File: config.mk
export PLATFORM = sky130hd
export DESIGN_NAME = osf_mac
export DESIGN_NICKNAME = d
export VERILOG_FILES = /design/src/rtl/osf_pkg.sv /design/src/rtl/osf_mac.sv
export SDC_FILE = /design/constraint.sdc
export NUM_CORES = 2
export LEC_CHECK = 0
export BUFFER_PORTS_ARGS = -buffer_cell sky130_fd_sc_hd__buf_2
export CAP_MARGIN = 20
export CORE_UTILIZATION = 39
export DETAILED_ROUTE_END_ITERATION = 16
export GPL_TIMING_DRIVEN = 0
export PLACE_DENSITY = 0.65
export SETUP_SLACK_MARGIN = 0.5
export SLEW_MARGIN = 20
export SYNTH_ARGS = -nofsm -noshare
export SYNTH_HDL_FRONTEND = slang
export SYNTH_SLANG_ARGS = --single-unit
File: constraint.sdc
create_clock -name clk -period 5.65 [get_ports clk]
set_input_delay 0.2825 -clock clk [delete_from_list [all_inputs] [get_ports clk]]
set_output_delay 0.2825 -clock clk [all_outputs]
set_load 0.02 [all_outputs]
File: src/rtl/osf_pkg.sv
`default_nettype none

package osf_pkg;

    // Observer size and the layout of the coefficient table.
    localparam int STATE_N     = 3;
    localparam int COEFF_DEPTH = STATE_N * STATE_N + 3 * STATE_N - 1;
    localparam int G_BASE      = STATE_N * STATE_N;
    localparam int H_BASE      = STATE_N * STATE_N + STATE_N;
    localparam int K_BASE      = STATE_N * STATE_N + 2 * STATE_N;

    // Index and counter widths.
    localparam int CI_W  = $clog2(COEFF_DEPTH);
    localparam int SI_W  = $clog2(STATE_N);
    localparam int ROW_W = $clog2(STATE_N + 1);
    localparam int COL_W = $clog2(STATE_N + 2);

    // Datapath widths: Q16.16 words, full products, shifted terms, accumulator.
    localparam int Q_W    = 32;
    localparam int PROD_W = 2 * Q_W;
    localparam int ACC_W  = PROD_W - 16 + $clog2(STATE_N + 2) + 1;

    // Request codes of an input word.
    typedef enum logic [1:0] {
        REQ_STEP  = 2'd0,
        REQ_COEFF = 2'd1,
        REQ_INIT  = 2'd2,
        REQ_EST   = 2'd3
    } req_t;

    // Control modes.
    localparam logic [1:0] MODE_PLAIN = 2'd0;
    localparam logic [1:0] MODE_DIST  = 2'd1;
    localparam logic [1:0] MODE_MEAS  = 2'd2;

    // Configuration register indexes.
    localparam int CFG_IDX_W = 2;
    localparam logic [CFG_IDX_W-1:0] CFG_THRUST = 2'd0;
    localparam logic [CFG_IDX_W-1:0] CFG_MODE   = 2'd1;

    // Sequencer states.
    typedef enum logic [2:0] {
        ST_IDLE,
        ST_APPLY,
        ST_RUN,
        ST_DRAIN,
        ST_FINISH
    } seq_state_t;

    // One multiply-accumulate operation as it travels through the MAC.
    typedef struct packed {
        logic             issue;
        logic             first;
        logic             last;
        logic [ROW_W-1:0] row;
    } mac_op_t;

endpackage

`default_nettype wire

File: src/rtl/osf_mac.sv
`default_nettype none

module osf_mac
(
    input  wire logic                               clk,
    input  wire logic                               rst_n,
    input  wire osf_pkg::mac_op_t                   op,
    input  wire logic signed [osf_pkg::Q_W-1:0]     a,
    input  wire logic signed [osf_pkg::Q_W-1:0]     b,
    output osf_pkg::mac_op_t                        done,
    output logic signed [osf_pkg::Q_W-1:0]          result
);

    localparam logic signed [osf_pkg::ACC_W-1:0] SAT_HI = osf_pkg::ACC_W'(2147483647);
    localparam logic signed [osf_pkg::ACC_W-1:0] SAT_LO = -SAT_HI - 1;

    logic signed [osf_pkg::PROD_W-1:0] prod_reg;
    logic signed [osf_pkg::PROD_W-1:0] prod_shift;
    logic signed [osf_pkg::ACC_W-1:0]  acc_reg;
    logic signed [osf_pkg::ACC_W-1:0]  acc_base;
    logic signed [osf_pkg::ACC_W-1:0]  term;
    logic signed [osf_pkg::ACC_W-1:0]  acc_sum;
    osf_pkg::mac_op_t                  op_reg;

    // Multiplier stage: the full product is registered.
    always_ff @(posedge clk)
    begin
        if (op.issue)
        begin
            prod_reg <= a * b;
        end
    end

    // Operation tag is registered alongside the product.
    always_ff @(posedge clk or negedge rst_n)
    begin
        if (!rst_n)
        begin
            op_reg <= '0;
        end
        else
        begin
            op_reg <= op;
        end
    end

    // Drop the low 16 bits (floor) and add into the accumulator.
    always_comb
    begin
        prod_shift = prod_reg >>> 16;
        term       = prod_shift[osf_pkg::ACC_W-1:0];
        acc_base   = op_reg.first ? '0 : acc_reg;
        acc_sum    = acc_base + term;
    end

    always_ff @(posedge clk)
    begin
        if (op_reg.issue)
        begin
            acc_reg <= acc_sum;
        end
    end

    // Saturate the running sum to a 32-bit word.
    always_comb
    begin
        if (acc_sum > SAT_HI)
        begin
            result = SAT_HI[osf_pkg::Q_W-1:0];
        end
        else if (acc_sum < SAT_LO)
        begin
            result = SAT_LO[osf_pkg::Q_W-1:0];
        end
        else
        begin
            result = acc_sum[osf_pkg::Q_W-1:0];
        end
    end

    assign done = op_reg;

endmodule

`default_nettype wire

==> impl_metrics.prom <==
# TYPE chip_impl_metric gauge
chip_impl_metric{name="firstDrtPassIters",unit=""} 8
chip_impl_metric{name="critical_path.max_fanout",unit=""} 3
chip_impl_metric{name="clock_path_buffers",unit=""} 2
chip_impl_metric{name="final.period_utilization",unit=""} 1.31
chip_impl_info{name="tritoncts",value="built"} 1
chip_impl_metric{name="finClkSkew",unit="ns"} 0.0134
chip_impl_metric{name="share_of_final_layout_standard_cells_stronger_than_drive_strength_1",unit=""} 0.189
chip_impl_metric{name="final_antenna_net_count",unit=""} 0
chip_impl_metric{name="syn_inst",unit=""} 4459
chip_impl_metric{name="netlist_area",unit="mm2"} 0.0425
chip_impl_metric{name="grt_overflow",unit=""} 0
chip_impl_metric{name="critPathMaxStageDelay",unit="ns"} 0.59
chip_impl_metric{name="net_count_synth",unit=""} 5843
chip_impl_metric{name="io_pins",unit=""} 108
chip_impl_info{name="startpoint_to_endpoint_class_of_the_critical_path",value="in2reg"} 1
chip_impl_metric{name="wire_length_of_the_first_global_routing_pass",unit="um"} 231000
chip_impl_metric{name="viasPerCell",unit=""} 5.34
chip_impl_metric{name="n_fill_cell",unit=""} 9748
chip_impl_metric{name="io_buffer_count",unit=""} 107
chip_impl_metric{name="synth-edff-count",unit=""} 100
chip_impl_metric{name="core_area",unit="mm2"} 0.108
chip_impl_info{name="layout_commonest_cell",value="sky130_fd_sc_hd__fa_1"} 1
chip_impl_metric{name="cp.arrival",unit="ns"} 7.52
chip_impl_metric{name="finalWirelength",unit="um"} 158000
chip_impl_metric{name="timing.final.crit_period",unit="ns"} 7.39
chip_impl_metric{name="row_count",unit=""} 120
chip_impl_info{name="grt_setup_unrepaired",value="yes"} 1
chip_impl_metric{name="detailed_place_hpwl",unit="um"} 125000
chip_impl_info{name="violations_in_the_final_reports",value="setup timing"} 1
chip_impl_metric{name="total_via_count_in_the_routed_design",unit=""} 33130
chip_impl_metric{name="first_global_vias",unit=""} 35402
chip_impl_metric{name="maxSlewViolCount",unit=""} 0
chip_impl_metric{name="synth.top_cell.area_share",unit=""} 0.509
chip_impl_metric{name="maxcap_viol_count",unit=""} 0
chip_impl_info{name="start_kind",value="input port"} 1
chip_impl_metric{name="synth.yosys.seq_area_share",unit=""} 0.0736
chip_impl_metric{name="dieWidth",unit="um"} 332
chip_impl_metric{name="grt_max_degree",unit=""} 54
chip_impl_metric{name="largest_register_ffs",unit=""} 52
chip_impl_info{name="clockRootBuffer",value="sky130_fd_sc_hd__clkbuf_16"} 1
chip_impl_metric{name="hold_violations",unit=""} 0
chip_impl_metric{name="placed_cell_area",unit="mm2"} 0.0457
chip_impl_metric{name="synth.ff_latch_count",unit=""} 105
chip_impl_metric{name="area.growth.synth_to_final",unit="%"} 21.8
chip_impl_info{name="critPathMostFrequentCell",value="sky130_fd_sc_hd__fa_2"} 1
chip_impl_metric{name="worst-endpoint-required",unit="ns"} 5.78
chip_impl_metric{name="yosys_warnings",unit=""} 0
chip_impl_metric{name="cts.sinks",unit=""} 105
chip_impl_metric{name="worst_slack_placed",unit="ns"} -3.43
chip_impl_metric{name="clk_pin_slew",unit="ns"} 0.08
chip_impl_metric{name="insertion_delay",unit="ns"} 0.37
chip_impl_metric{name="total_cts_buffers",unit=""} 9
chip_impl_metric{name="weighted_congestion_at_the_end_of_routability_driven_global_placement",unit=""} 1.04
chip_impl_metric{name="timing.slew.headroom",unit=""} 0.315
chip_impl_info{name="endpoint_kind",value="flip-flop"} 1
chip_impl_metric{name="final_design_area_no_fill",unit="mm2"} 0.0518
chip_impl_info{name="netlist.top_cell.by_area",value="sky130_fd_sc_hd__fa_1"} 1
chip_impl_metric{name="worst_pin_slew",unit="ns"} 1.03
chip_impl_metric{name="setup_viol",unit=""} 48
chip_impl_metric{name="die_area",unit="mm2"} 0.110
chip_impl_info{name="postSynth.topFlopCell",value="sky130_fd_sc_hd__edfxtp_1"} 1
chip_impl_metric{name="grt_antenna_before_repair",unit=""} 9
chip_impl_metric{name="synth_cell_types",unit=""} 74
chip_impl_metric{name="setup_ws",unit="ns"} -1.74
chip_impl_info{name="synth.top_cells.by_area",value="sky130_fd_sc_hd__fa_1, sky130_fd_sc_hd__inv_1, sky130_fd_sc_hd__and2_1"} 1
chip_impl_metric{name="detail_route.iter0.violations",unit=""} 3085
chip_impl_metric{name="synthesis.area_per_instance",unit="um2"} 9.54
chip_impl_info{name="min-delay-path-class",value="in2async"} 1
chip_impl_info{name="cpMaxStageDelayCell",value="sky130_fd_sc_hd__fa_1"} 1
chip_impl_metric{name="max_clock_freq",unit="MHz"} 135
chip_impl_info{name="run_status",value="finished, violations left"} 1
chip_impl_metric{name="initial_core_util",unit=""} 0.395
chip_impl_metric{name="die_height",unit="um"} 332
chip_impl_metric{name="wire_per_inst",unit="um"} 25.5
chip_impl_metric{name="asyncSetResetFlopFracSynth",unit=""} 0.0476
chip_impl_metric{name="track_usage",unit=""} 0.289
chip_impl_metric{name="ctsHtreeMaxLevel",unit=""} 3
chip_impl_info{name="layout_common_cells",value="sky130_fd_sc_hd__fa_1, sky130_fd_sc_hd__inv_1, sky130_fd_sc_hd__nand2_1"} 1
chip_impl_metric{name="nNetsFinal",unit=""} 6175
chip_impl_metric{name="drc",unit=""} 0
[metal layers]
layer,global-route usage,up-vias,part of all wire
met1,0.363,16940,0.38
met4,0.161,6,0.068
met2,0.441,1900,0.43
li1,-,13825,-
met5,0,-,0.00027
met3,0.0922,459,0.12
[cell usage after synthesis (all sizes together) (12+ instances only)]
master	instances
nand4	21
o21a	12
edfxtp	100
fa	1082
ha	231
and2	525
a21oi	94
a21o	64
nor2	90
xnor2	69
inv	1027
nand2	538
o21bai	15
nor2b	60
nand2b	18
nand3	29
nor3	18
xor2	34
o21ai	83
clkbuf	210
a211oi	13
[path summary, 6_finish.rpt]
path	end	slack (ns)	from	cells past startpoint
hold reg to reg	acc_reg[0]$_DFFE_PP_	0.61	prod_reg[16]$_DFFE_PP_	1
min in group clk	done[4]$_DFF_PN0_	0.31	op[4]	1
max in group asynchronous	done[4]$_DFF_PN0_	5.24	rst_n	2
setup / recovery	prod_reg[60]$_DFFE_PP_	-1.74	b[7]	30
setup reg to reg	acc_reg[51]$_DFFE_PP_	1.42	done[3]$_DFF_PN0_	14
hold / removal	done[0]$_DFF_PN0_	0.25	rst_n	2
[metrics by stage]
| stage | std cells | setup TNS [ns] | hold slack, ns | util |
|---|---|---|---|---|
| final | 6205 | -62.20 | 0.248 | 0.481 |
| after global routing | 6200 | -71.46 | 0.272 | 0.481 |
| after CTS | 6146 | -55.90 | 0.238 | 0.472 |
| after detailed placement | 5969 | -131.93 | 0.113 | 0.424 |
| after global placement | 5969 | -129.21 | 0.105 | 0.424 |
| after floorplan | 4459 | -36.72 | -0.0131 | - |
[what timing repair did]
item,in CTS,in global routing
hold buffers,5,0
setup endpoints to repair,80,80
gates resized for setup,816,129
hold endpoints to repair,9,0
setup buffers,149,50
pin swaps,158,97
gates cloned,7,3
[final cells by class]
cell class / count / area, um2 / area share
antenna: 6 / 15.0 / 0.000290
clock buffer: 9 / 225 / 0.00435
inverter: 1028 / 3900 / 0.0753
multi-input combinational: 3106 / 36400 / 0.703
clock inverter: 7 / 83.8 / 0.00162
timing repair buffer: 321 / 3050 / 0.0589
tap: 1403 / 1760 / 0.0339
sequential: 105 / 3140 / 0.0605
buffer: 220 / 3220 / 0.0622
[cell families (layout without fill, tap and decap cells)]
kind of cell	count (synthesis)	count (layout)	synth area share
simple gates	1340	1340	0.160
mux	3	3	0.000706
flops	105	105	0.0736
other cells	0	6	0
fa+ha+maj	1313	1313	0.577
compound gates	347	347	0.0562
xor+xnor	103	103	0.0212
buf+inv	1248	1585	0.111
[worst max-delay path: cells and delay by family]
family / cells / cell delay (ns)
AO/OA/AOI/OAI: 11 / 1.85
XOR/XNOR: 1 / 0.09
adder cells (fa/ha/maj): 9 / 4.24
AND/OR/NAND/NOR: 1 / 0.16
buffers and inverters: 8 / 0.89
Power is left out: the tool's default activity adds up to more than one toggle a clock period on the data nets, which glitch-free logic cannot reach.
